### config.mk
export PLATFORM = sky130hd
export DESIGN_NAME = magnetometer_min_max_calibrator_flat
export DESIGN_NICKNAME = d
export VERILOG_FILES = /design/src/rtl/mmc_pkg.sv /design/src/rtl/mmc_sample_if.sv /design/src/rtl/mmc_result_if.sv /design/src/rtl/mmc_div.sv /design/src/rtl/magnetometer_min_max_calibrator.sv /design/src/flat_wrapper.sv
export SDC_FILE = /design/constraint.sdc
export NUM_CORES = 2
export LEC_CHECK = 0
export ABC_AREA = 0
export BUFFER_PORTS_ARGS = -buffer_cell sky130_fd_sc_hd__buf_2
export CELL_PAD_IN_SITES_DETAIL_PLACEMENT = 0
export CELL_PAD_IN_SITES_GLOBAL_PLACEMENT = 2
export CORE_ASPECT_RATIO = 0.75
export CORE_MARGIN = 3
export CORE_UTILIZATION = 27
export DETAILED_ROUTE_END_ITERATION = 8
export PLACE_DENSITY = 0.56
export SYNTH_ARGS = -nofsm -noshare
export SYNTH_HDL_FRONTEND = slang
export SYNTH_SLANG_ARGS = --single-unit
### constraint.sdc
create_clock -name clk -period 18.1 [get_ports clk]
set_input_delay 3.62 -clock clk [delete_from_list [all_inputs] [get_ports clk]]
set_output_delay 3.62 -clock clk [all_outputs]
set_load 0.005 [all_outputs]
### src/rtl/mmc_pkg.sv
// shared types and constants for the magnetometer min/max calibrator
// no dependencies; used by the channel interfaces and the top level
package mmc_pkg;

  typedef enum logic [1:0] {
    KIND_MEASURE = 2'd0,
    KIND_START   = 2'd1,
    KIND_CAL     = 2'd2,
    KIND_FINISH  = 2'd3
  } kind_t;

  localparam int CAL_W = 32;

  typedef logic signed [CAL_W-1:0] cal_t;

  localparam cal_t CAL_MAX = 32'sh7FFF_FFFF;
  localparam cal_t CAL_MIN = 32'sh8000_0000;

  localparam logic REPORT_MEASURE = 1'b0;
  localparam logic REPORT_FINISH  = 1'b1;

  localparam int AXES = 3;

endpackage

### src/rtl/mmc_sample_if.sv
// input channel of the calibrator: one three-axis sample beat with its kind
// depends on mmc_pkg
interface mmc_sample_if #(
  parameter int SAMPLE_BITS = 16
) ();
  logic                          valid;
  logic                          ready;
  mmc_pkg::kind_t                kind;
  logic signed [SAMPLE_BITS-1:0] raw_x;
  logic signed [SAMPLE_BITS-1:0] raw_y;
  logic signed [SAMPLE_BITS-1:0] raw_z;

  modport source (output valid, kind, raw_x, raw_y, raw_z, input ready);
  modport sink   (input valid, kind, raw_x, raw_y, raw_z, output ready);
endinterface

### src/rtl/mmc_result_if.sv
// output channel of the calibrator: corrected sample or finish report beat
// depends on mmc_pkg
interface mmc_result_if ();
  logic          valid;
  logic          ready;
  mmc_pkg::cal_t cal_x;
  mmc_pkg::cal_t cal_y;
  mmc_pkg::cal_t cal_z;
  logic          report_kind;
  logic          scale_error;

  modport source (output valid, cal_x, cal_y, cal_z, report_kind, scale_error, input ready);
  modport sink   (input valid, cal_x, cal_y, cal_z, report_kind, scale_error, output ready);
endinterface

### src/rtl/mmc_div.sv
// restoring shift-subtract divider, one quotient bit per cycle
// no dependencies; used by the calibrator top level for the scale quotient
module mmc_div #(
  parameter int NUM_W = 35,
  parameter int DEN_W = 18
) (
  input  logic             clk,
  input  logic             rst,
  input  logic             start,
  input  logic [NUM_W-1:0] num,
  input  logic [DEN_W-1:0] den,
  output logic             done,
  output logic [NUM_W-1:0] quo
);

  localparam int CNT_W = $clog2(NUM_W + 1);

  logic             busy;
  logic [CNT_W-1:0] cnt;
  logic [DEN_W-1:0] rem;
  logic [DEN_W-1:0] den_q;

  logic [DEN_W:0]   rem_sh;
  logic [DEN_W:0]   rem_sub;
  logic             fits;
  logic [DEN_W-1:0] rem_next;

  assign rem_sh   = {rem, quo[NUM_W-1]};
  assign rem_sub  = rem_sh - {1'b0, den_q};
  assign fits     = rem_sh >= {1'b0, den_q};
  assign rem_next = fits ? rem_sub[DEN_W-1:0] : rem_sh[DEN_W-1:0];

  always_ff @(posedge clk) begin
    if (rst) begin
      busy <= 1'b0;
      done <= 1'b0;
      cnt  <= '0;
    end else begin
      done <= 1'b0;
      if (start) begin
        busy  <= 1'b1;
        cnt   <= '0;
        rem   <= '0;
        quo   <= num;
        den_q <= den;
      end else if (busy) begin
        rem <= rem_next;
        quo <= {quo[NUM_W-2:0], fits};
        cnt <= cnt + CNT_W'(1);
        if (cnt == CNT_W'(NUM_W - 1)) begin
          busy <= 1'b0;
          done <= 1'b1;
        end
      end
    end
  end

endmodule

### src/rtl/magnetometer_min_max_calibrator.sv
// Three-axis magnetometer min/max calibrator. A start beat resets the per-axis
// min/max trackers, calibration beats widen them, and a finish beat sets each
// hard-iron offset to (min+max)/2 and each soft-iron scale to mean(d)/d, d being
// the truncated half-range; it returns a report with scale_error set when some d
// is zero (scales then kept). Measure beats return (raw-offset)*scale as signed
// Q23.8, rounded and saturated. One beat is worked on at a time, one axis per
// step: start is done in the idle state, a calibration beat tracks each axis, a
// measure beat multiplies and rounds each axis and waits on the output handshake,
// and a finish beat sets offsets and d, then runs the bit-serial scale divider.
// A result waiting at the output does not hold off the next sample beat.
// depends on mmc_pkg, mmc_sample_if, mmc_result_if, mmc_div
module magnetometer_min_max_calibrator #(
  parameter int SAMPLE_BITS     = 16,
  parameter int SCALE_FRAC_BITS = 16
) (
  input logic        clk,
  input logic        rst,
  mmc_sample_if.sink   sample,
  mmc_result_if.source result
);

  localparam int S         = SAMPLE_BITS;
  localparam int F         = SCALE_FRAC_BITS;
  localparam int CAL_W     = mmc_pkg::CAL_W;
  localparam int SCALE_W   = 8 + F;
  localparam int SUMD_W    = S + 2;
  localparam int DEN_W     = S + 2;
  localparam int NUM_W     = S + F + 3;
  localparam int MAG_W     = S + 2;
  localparam int PROD_W    = MAG_W + SCALE_W;
  localparam int OUT_SHIFT = F - 7;
  localparam int R_W       = PROD_W + 1 - OUT_SHIFT;
  localparam int CMP_W     = (R_W > 33) ? R_W : 33;

  localparam logic signed [S-1:0]   TRACK_HI  = {1'b0, {(S-1){1'b1}}};
  localparam logic signed [S-1:0]   TRACK_LO  = {1'b1, {(S-1){1'b0}}};
  localparam logic [SCALE_W-1:0]    SCALE_ONE = SCALE_W'(1) << F;
  localparam logic [SCALE_W-1:0]    SCALE_MAX = {SCALE_W{1'b1}};
  localparam logic [PROD_W:0]       RND_HALF  = (PROD_W + 1)'(1) << (OUT_SHIFT - 1);
  localparam logic [CMP_W-1:0]      POS_LIM   = CMP_W'(33'h0_7FFF_FFFF);
  localparam logic [CMP_W-1:0]      NEG_LIM   = CMP_W'(33'h0_8000_0000);

  typedef enum logic [2:0] {
    ST_IDLE,
    ST_TRACK,
    ST_SPAN,
    ST_DIV_START,
    ST_DIV_WAIT,
    ST_MUL,
    ST_RND,
    ST_EMIT
  } state_t;

  state_t                    state;
  logic [1:0]                axis;
  logic                      report;
  logic signed [S-1:0]       raw_q       [mmc_pkg::AXES];
  logic signed [S-1:0]       track_min   [mmc_pkg::AXES];
  logic signed [S-1:0]       track_max   [mmc_pkg::AXES];
  logic signed [S:0]         offset_sum  [mmc_pkg::AXES];
  logic [SCALE_W-1:0]        axis_scale  [mmc_pkg::AXES];
  logic signed [S-1:0]       span        [mmc_pkg::AXES];
  logic signed [SUMD_W-1:0]  span_sum;
  logic                      span_err;
  logic [PROD_W-1:0]         prod;
  logic                      prod_neg;
  mmc_pkg::cal_t             cal_acc     [mmc_pkg::AXES];

  logic                      out_valid;
  mmc_pkg::cal_t             out_cal     [mmc_pkg::AXES];
  logic                      out_report;
  logic                      out_error;

  logic signed [S-1:0]       cur_raw;
  logic signed [S-1:0]       cur_min;
  logic signed [S-1:0]       cur_max;
  logic signed [S:0]         cur_off;
  logic signed [S-1:0]       cur_span;
  logic signed [S:0]         mm_diff;
  logic signed [S:0]         mm_adj;
  logic signed [S-1:0]       span_new;
  logic signed [S:0]         off_new;
  logic [S-1:0]              span_mag;
  logic [SUMD_W-1:0]         sum_mag;
  logic [S+1:0]              span3;
  logic [NUM_W-1:0]          div_num;
  logic [DEN_W-1:0]          div_den;
  logic                      div_start;
  logic                      div_done;
  logic [NUM_W-1:0]          div_quo;
  logic                      scale_zero;
  logic [SCALE_W-1:0]        scale_new;
  logic signed [S+1:0]       diff2;
  logic [MAG_W-1:0]          diff_mag;
  logic [PROD_W-1:0]         mul_out;
  logic [PROD_W:0]           rnd_sum;
  logic [R_W-1:0]            rnd_val;
  logic [CMP_W-1:0]          r_ext;
  mmc_pkg::cal_t             cal_new;
  logic                      out_free;

  assign cur_raw  = raw_q[axis];
  assign cur_min  = track_min[axis];
  assign cur_max  = track_max[axis];
  assign cur_off  = offset_sum[axis];
  assign cur_span = span[axis];

  // half-range truncated toward zero, and the offset in half-lsb units
  assign mm_diff  = {cur_max[S-1], cur_max} - {cur_min[S-1], cur_min};
  assign mm_adj   = mm_diff + (S + 1)'(mm_diff[S]);
  assign span_new = mm_adj[S:1];
  assign off_new  = {cur_min[S-1], cur_min} + {cur_max[S-1], cur_max};

  // scale = round(sum * 2^F / (3 d)) as (2 num + den) / (2 den)
  assign span_mag = cur_span[S-1] ? -cur_span : cur_span;
  assign sum_mag  = span_sum[SUMD_W-1] ? -span_sum : span_sum;
  assign span3    = ({2'b00, span_mag} << 1) + {2'b00, span_mag};
  assign div_num  = (NUM_W'(sum_mag) << (F + 1)) + NUM_W'(span3);
  assign div_den  = DEN_W'({span3, 1'b0});
  assign div_start = (state == ST_DIV_START);

  mmc_div #(
    .NUM_W (NUM_W),
    .DEN_W (DEN_W)
  ) u_div (
    .clk   (clk),
    .rst   (rst),
    .start (div_start),
    .num   (div_num),
    .den   (div_den),
    .done  (div_done),
    .quo   (div_quo)
  );

  assign scale_zero = (span_sum == '0) || (span_sum[SUMD_W-1] != cur_span[S-1]);
  assign scale_new  = scale_zero ? '0 :
                      (|div_quo[NUM_W-1:SCALE_W]) ? SCALE_MAX : div_quo[SCALE_W-1:0];

  // correction: (2 raw - offset_sum) * scale, one axis per pass
  assign diff2    = {cur_raw[S-1], cur_raw, 1'b0} - {cur_off[S], cur_off};
  assign diff_mag = diff2[S+1] ? -diff2 : diff2;
  assign mul_out  = PROD_W'(diff_mag) * PROD_W'(axis_scale[axis]);

  assign rnd_sum = {1'b0, prod} + RND_HALF;
  assign rnd_val = rnd_sum[PROD_W:OUT_SHIFT];
  assign r_ext   = CMP_W'(rnd_val);

  always_comb begin
    if (prod_neg) begin
      cal_new = (r_ext > NEG_LIM) ? mmc_pkg::CAL_MIN : CAL_W'(-r_ext);
    end else begin
      cal_new = (r_ext > POS_LIM) ? mmc_pkg::CAL_MAX : CAL_W'(r_ext);
    end
  end

  assign out_free     = !out_valid || result.ready;
  assign sample.ready = (state == ST_IDLE);

  assign result.valid       = out_valid;
  assign result.cal_x       = out_cal[0];
  assign result.cal_y       = out_cal[1];
  assign result.cal_z       = out_cal[2];
  assign result.report_kind = out_report;
  assign result.scale_error = out_error;

  always_ff @(posedge clk) begin
    if (rst) begin
      state     <= ST_IDLE;
      axis      <= '0;
      out_valid <= 1'b0;
      for (int i = 0; i < mmc_pkg::AXES; i++) begin
        track_min[i]  <= TRACK_HI;
        track_max[i]  <= TRACK_LO;
        offset_sum[i] <= '0;
        axis_scale[i] <= SCALE_ONE;
      end
    end else begin
      // the emit step reloads the output itself
      if (out_valid && result.ready && state != ST_EMIT) begin
        out_valid <= 1'b0;
      end
      case (state)
        ST_IDLE: begin
          if (sample.valid) begin
            raw_q[0] <= sample.raw_x;
            raw_q[1] <= sample.raw_y;
            raw_q[2] <= sample.raw_z;
            axis     <= '0;
            case (sample.kind)
              mmc_pkg::KIND_START: begin
                for (int i = 0; i < mmc_pkg::AXES; i++) begin
                  track_min[i] <= TRACK_HI;
                  track_max[i] <= TRACK_LO;
                end
              end
              mmc_pkg::KIND_CAL: begin
                state <= ST_TRACK;
              end
              mmc_pkg::KIND_FINISH: begin
                span_sum <= '0;
                span_err <= 1'b0;
                report   <= mmc_pkg::REPORT_FINISH;
                state    <= ST_SPAN;
              end
              default: begin
                report <= mmc_pkg::REPORT_MEASURE;
                state  <= ST_MUL;
              end
            endcase
          end
        end
        ST_TRACK: begin
          if (cur_raw < cur_min) begin
            track_min[axis] <= cur_raw;
          end
          if (cur_raw > cur_max) begin
            track_max[axis] <= cur_raw;
          end
          axis <= axis + 2'd1;
          if (axis == 2'd2) begin
            state <= ST_IDLE;
          end
        end
        ST_SPAN: begin
          offset_sum[axis] <= off_new;
          span[axis]       <= span_new;
          span_sum         <= span_sum + {{2{span_new[S-1]}}, span_new};
          span_err         <= span_err || (span_new == '0);
          if (axis == 2'd2) begin
            axis  <= '0;
            state <= (span_err || (span_new == '0)) ? ST_EMIT : ST_DIV_START;
          end else begin
            axis <= axis + 2'd1;
          end
        end
        ST_DIV_START: begin
          state <= ST_DIV_WAIT;
        end
        ST_DIV_WAIT: begin
          if (div_done) begin
            axis_scale[axis] <= scale_new;
            if (axis == 2'd2) begin
              state <= ST_EMIT;
            end else begin
              axis  <= axis + 2'd1;
              state <= ST_DIV_START;
            end
          end
        end
        ST_MUL: begin
          prod     <= mul_out;
          prod_neg <= diff2[S+1];
          state    <= ST_RND;
        end
        ST_RND: begin
          cal_acc[axis] <= cal_new;
          if (axis == 2'd2) begin
            state <= ST_EMIT;
          end else begin
            axis  <= axis + 2'd1;
            state <= ST_MUL;
          end
        end
        ST_EMIT: begin
          if (out_free) begin
            for (int i = 0; i < mmc_pkg::AXES; i++) begin
              out_cal[i] <= (report == mmc_pkg::REPORT_FINISH) ? '0 : cal_acc[i];
            end
            out_report <= report;
            out_error  <= (report == mmc_pkg::REPORT_FINISH) ? span_err : 1'b0;
            out_valid  <= 1'b1;
            state      <= ST_IDLE;
          end
        end
        default: begin
          state <= ST_IDLE;
        end
      endcase
    end
  end

  // a result beat only ever comes out of the emit step
  a_valid_from_emit: assert property (@(posedge clk) disable iff (rst)
    $rose(out_valid) |-> $past(state) == ST_EMIT)
    else $error("result beat raised outside emit");

  // the divider only finishes while the sequencer waits on it
  a_div_done_wait: assert property (@(posedge clk) disable iff (rst)
    div_done |-> state == ST_DIV_WAIT)
    else $error("divider finished out of sequence");

  // measurement beats never carry the scale error flag
  a_measure_no_error: assert property (@(posedge clk) disable iff (rst)
    out_valid && out_report == mmc_pkg::REPORT_MEASURE |-> !out_error)
    else $error("scale error on a measurement beat");

  // finish reports carry zero readings
  a_finish_zero: assert property (@(posedge clk) disable iff (rst)
    out_valid && out_report == mmc_pkg::REPORT_FINISH |->
      out_cal[0] == '0 && out_cal[1] == '0 && out_cal[2] == '0)
    else $error("finish report with non-zero readings");

endmodule
### src/flat_wrapper.sv
// flat-port wrapper written by rule: the top's interface ports become plain ports
module magnetometer_min_max_calibrator_flat 
#(
  parameter int SAMPLE_BITS     = 16,
  parameter int SCALE_FRAC_BITS = 16
)
  (clk, rst, sample_valid, sample_kind, sample_raw_x, sample_raw_y, sample_raw_z, sample_ready, result_valid, result_cal_x, result_cal_y, result_cal_z, result_report_kind, result_scale_error, result_ready);
  mmc_sample_if #(.SAMPLE_BITS(SAMPLE_BITS)) sample_i ();
  mmc_result_if result_i ();
  input logic clk;
  input logic rst;
  input wire logic [$bits(sample_i.valid)-1:0] sample_valid;
  input wire logic [$bits(sample_i.kind)-1:0] sample_kind;
  input wire logic [$bits(sample_i.raw_x)-1:0] sample_raw_x;
  input wire logic [$bits(sample_i.raw_y)-1:0] sample_raw_y;
  input wire logic [$bits(sample_i.raw_z)-1:0] sample_raw_z;
  output wire logic [$bits(sample_i.ready)-1:0] sample_ready;
  output wire logic [$bits(result_i.valid)-1:0] result_valid;
  output wire logic [$bits(result_i.cal_x)-1:0] result_cal_x;
  output wire logic [$bits(result_i.cal_y)-1:0] result_cal_y;
  output wire logic [$bits(result_i.cal_z)-1:0] result_cal_z;
  output wire logic [$bits(result_i.report_kind)-1:0] result_report_kind;
  output wire logic [$bits(result_i.scale_error)-1:0] result_scale_error;
  input wire logic [$bits(result_i.ready)-1:0] result_ready;
  assign sample_i.valid = sample_valid;
  assign sample_i.kind = sample_kind;
  assign sample_i.raw_x = sample_raw_x;
  assign sample_i.raw_y = sample_raw_y;
  assign sample_i.raw_z = sample_raw_z;
  assign sample_ready = sample_i.ready;
  assign result_valid = result_i.valid;
  assign result_cal_x = result_i.cal_x;
  assign result_cal_y = result_i.cal_y;
  assign result_cal_z = result_i.cal_z;
  assign result_report_kind = result_i.report_kind;
  assign result_scale_error = result_i.scale_error;
  assign result_i.ready = result_ready;
  magnetometer_min_max_calibrator #(.SAMPLE_BITS(SAMPLE_BITS), .SCALE_FRAC_BITS(SCALE_FRAC_BITS)) u_core (.clk(clk), .rst(rst), .sample(sample_i), .result(result_i));
endmodule
==> parameters.txt <==
Parameter                              Value

Run status
  Result of the run    finished clean

Route
  Detailed-routing iteration count for the pre-antenna-repair pass    5
  Post-route ant nets    0
  Detailed router's first-iteration violation count    2,102
  Routed wirelength normalized by instance count    about 21 um
  Detailed-route via count    33,000
  DRC viols    0
  Total Routed Length    151,000 um
  Via-per-instance ratio    4.61

Critical path
  Critical path's largest stage delay    940 ps
  Cell with the largest stage delay on the worst path    sky130_fd_sc_hd__dfxtp_4
  Logic depth of the worst path, buffers included    35
  Most frequent CP cell    sky130_fd_sc_hd__fa_1
  Start-to-end type of the worst setup path    reg -> reg
  Sort of element at the end of the critical path    flip-flop
  CP Max Fanout    ~70
  Buffers & Inverters on Critical Path    7
  Register-to-register setup slack    roughly 5900 ps
  Timing endpoint of the critical path    u_core.prod[41]
  Worst r2r path cells    35
  Data required, critical path    18,550 ps
  Signal arrival time at the worst endpoint    12,670 ps
  Kind of cell adding the most delay to the critical path    adder cells
  Category of the worst setup path launch point    flip-flop
  Worst reg2reg path endpoint    u_core.prod[41]

GRT
  Tot GR Track Use    0.160
  Via count of the first global-routing pass    34,200
  Grt ovf    0
  Global-route wire length before repair    between 200,000 and 250,000 um
  Largest net degree at the start of global routing    between 80 and 90
  Initial antenna violation count    7

Synth
  Dominant combinational cell family by area after synthesis    adder cells
  Cell accounting for the most synthesized area    sky130_fd_sc_hd__edfxtp_1
  Average instance area after synthesis    10.9 sq um
  Post-synthesis compound-gate area fraction    0.0750
  Multiplexer fraction of the synthesized cell area    0.0406
  Number of flip-flops and latches in the synthesized netlist    723
  Area fraction in and, or, nand and nor cells after synthesis    0.142
  Primary FF master, synth    sky130_fd_sc_hd__edfxtp_1
  Area share of the largest cell type after synthesis    0.426
  Top cells by area in the synthesized netlist    sky130_fd_sc_hd__edfxtp_1 43%, sky130_fd_sc_hd__fa_1 14%, sky130_fd_sc_hd__ha_1 6.6%
  Post-synthesis instance area    0.0498 sq mm
  Share of async-settable or async-resettable flops after synthesis    0
  Warning count from the yosys run    0
  Cell variety after synth    81
  Net count after synthesis    5,247
  Xor-xnor portion of the synthesized cell area    0.0372
  Adder-cell share of the synthesized area    0.209
  Cell count after synthesis    ~4,600
  Part of the Yosys area used for sequential elements    0.433
  Number of enable flip-flop cells after synthesis    between 700 and 800

STA
  Sum of negative setup slack    0 ps
  Minimum clock period after layout    around 12,000 ps
  Portion of the clock cycle consumed by the worst path in the final layout    0.675
  Maximum achievable frequency    between 0.08 and 0.09 GHz
  Clock Skew    just under 80 ps
  Max Slew Vio Count    0
  Final count of negative-setup-slack endpoints    0
  Worst Tran Pin Value    1270 ps
  RSZ-0062 raised after global routing    no
  Headroom to the max-slew limit    0.145
  Final hold violations    0

Clocking
  Clock Path Buffers    3
  Number of clock sinks    723
  Clock buffers created by TritonCTS    83
  Post-CTS Hold Fix Bufs    0
  Number of resized instances in the post-cts repair step    0
  Number of post-CTS setup repair buffers    0
  Root Driver    sky130_fd_sc_hd__clkbuf_16
  Clock slew at the register clock pins of the worst setup and hold paths    60 ps
  CTS tree    done
  Clock latency at the later pin of the worst-skew pair    between 700 and 800 ps
  Number of levels the H-tree was split into    3

Floorplan
  Die Y    378 um
  Area of the die    0.190 sq mm
  Core Area    0.182 sq mm
  Number of ports placed on the die boundary    approximately 150
  Horizontal extent of the die    502 um
  Starting density of the core    0.274
  Rows    135

Finish
  Seq. cell area    0.0216 sq mm
  Layout net count    5,365
  Most used cells in the layout excluding fill and tap cells    707 x sky130_fd_sc_hd__edfxtp_1, 641 x sky130_fd_sc_hd__inv_1, 553 x sky130_fd_sc_hd__nand2_1
  Most frequent standard cell in the layout excluding fill and tap cells    sky130_fd_sc_hd__edfxtp_1
  Fraction of layout cells with a size suffix above 1    0.101
  Number of inserted filler cells in the final layout    18,600
  Syn-to-layout area delta    13.3%
  Multi-input combinational cell area    about 0.025 sq mm

Placement
  Detailed placer's ending HPWL    111,000 um
  Final RePlAce weighted congestion    0.797
  IO buf count    153

Flow run
  Count of max-cap constraint violations    0

Min path
  Worst Hold Class    reg -> reg
## kinds of logic (layout without fill, tap and decap cells)
group	after synthesis	count (layout)
AND/OR/NAND/NOR	1508	1508
XOR/XNOR	210	210
adder cells (fa/ha/maj)	619	619
flip-flops	723	723
AO/OA/AOI/OAI	572	572
other	0	3
multiplexers	116	116
buffers and inverters	826	1013
## worst reg2reg max path, delay by kind of cell, from the launching register on
| family | cells | cell delay, ps |
|---|---|---|
| xor+xnor | 3 | 410 |
| compound gates | 12 | 3340 |
| flops | 1 | 940 |
| mux | 1 | 370 |
| buf+inv | 7 | 1690 |
| fa+ha+maj | 8 | 3960 |
| simple gates | 4 | 1280 |
## routing by layer
metal / wire length (um) / vias to the layer above / GRT usage
met3: 6150 / 138 / 0.0243
met5: 0 / - / 0
li1: - / 15700 / -
met1: 77400 / 16700 / 0.243
met2: 64400 / 557 / 0.239
met4: 2650 / 0 / 0.0319
## worst min path at each step
stage | from | end | slack, ps | depth (start not counted)
detailed placement | u_core.u_div.cnt[5] | u_core.u_div.cnt[5] | 480 | 2
global placement | u_core.u_div.cnt[5] | u_core.u_div.cnt[5] | 480 | 2
CTS | u_core.u_div.cnt[5] | u_core.u_div.cnt[5] | 490 | 2
floorplan | u_core.u_div.cnt[5] | u_core.u_div.cnt[5] | 450 | 2
global route | u_core.u_div.cnt[5] | u_core.u_div.cnt[5] | 520 | 2
finish | u_core.u_div.cnt[5] | u_core.u_div.cnt[5] | 490 | 2
## synthesized netlist by cell type (9+ instances only)
cell,n
sky130_fd_sc_hd__a22oi_1,10
sky130_fd_sc_hd__nor3_1,58
sky130_fd_sc_hd__fa_1,356
sky130_fd_sc_hd__a311oi_1,10
sky130_fd_sc_hd__a31oi_1,20
sky130_fd_sc_hd__a21oi_1,147
sky130_fd_sc_hd__a211oi_1,24
sky130_fd_sc_hd__a21o_1,43
sky130_fd_sc_hd__o31ai_1,17
sky130_fd_sc_hd__mux4_2,68
sky130_fd_sc_hd__o21a_1,58
sky130_fd_sc_hd__xnor2_1,131
sky130_fd_sc_hd__clkbuf_1,152
sky130_fd_sc_hd__edfxtp_1,707
sky130_fd_sc_hd__nor2b_1,120
sky130_fd_sc_hd__nand3b_1,10
sky130_fd_sc_hd__o21ai_0,120
sky130_fd_sc_hd__a21boi_0,9
sky130_fd_sc_hd__ha_1,263
sky130_fd_sc_hd__o21bai_1,13
sky130_fd_sc_hd__inv_1,641
sky130_fd_sc_hd__o211ai_1,14
sky130_fd_sc_hd__buf_1,18
sky130_fd_sc_hd__or3_1,25
sky130_fd_sc_hd__nand3_1,65
sky130_fd_sc_hd__and2_1,162
sky130_fd_sc_hd__xor2_1,78
sky130_fd_sc_hd__nand2b_1,31
sky130_fd_sc_hd__o22ai_1,9
sky130_fd_sc_hd__nor4_1,19
sky130_fd_sc_hd__and3_1,45
sky130_fd_sc_hd__nand4_1,34
sky130_fd_sc_hd__dfxtp_1,16
sky130_fd_sc_hd__nor2_1,350
sky130_fd_sc_hd__mux2i_1,40
sky130_fd_sc_hd__o41ai_1,10
sky130_fd_sc_hd__nand2_1,553
sky130_fd_sc_hd__buf_2,11
## through the flow
stage	worst slack [ps]	utilization	instances	instance area, sq um	hold slack [ps]
after floorplan	6400	-	4574	49800	454
after global placement	5910	0.294	7004	53500	477
after detailed placement	5790	0.294	7004	53500	482
after CTS	5740	0.310	7158	56400	493
after global routing	5040	0.310	7160	56400	522
final	5880	0.310	7161	56400	493
## sequential cells by signal, indices dropped and copies added, names as in the netlist, 48 cells and up, named ones only
| register | cells |
|---|---|
| u_core.axis_scale | 96 |
| u_core.cal_acc | 96 |
| u_core.out_cal | 96 |
| u_core.offset_sum | 68 |
| u_core.track_max | 64 |
| u_core.track_min | 64 |
| u_core.raw_q | 48 |
| u_core.span | 48 |
## layout make-up
| cell class | instances | area share |
|---|---|---|
| repair buffers | 217 | 0.0223 |
| clock buffers | 97 | 0.0381 |
| well taps | 2397 | 0.0532 |
| diodes | 3 | 0.000133 |
| inverters | 642 | 0.0427 |
| flip-flops and latches | 723 | 0.382 |
| clock inverters | 57 | 0.0132 |
| multi-input cells | 3025 | 0.448 |
Power is not shown: default switching activity piles up to over one toggle a cycle in this logic, so the estimate is an artifact.
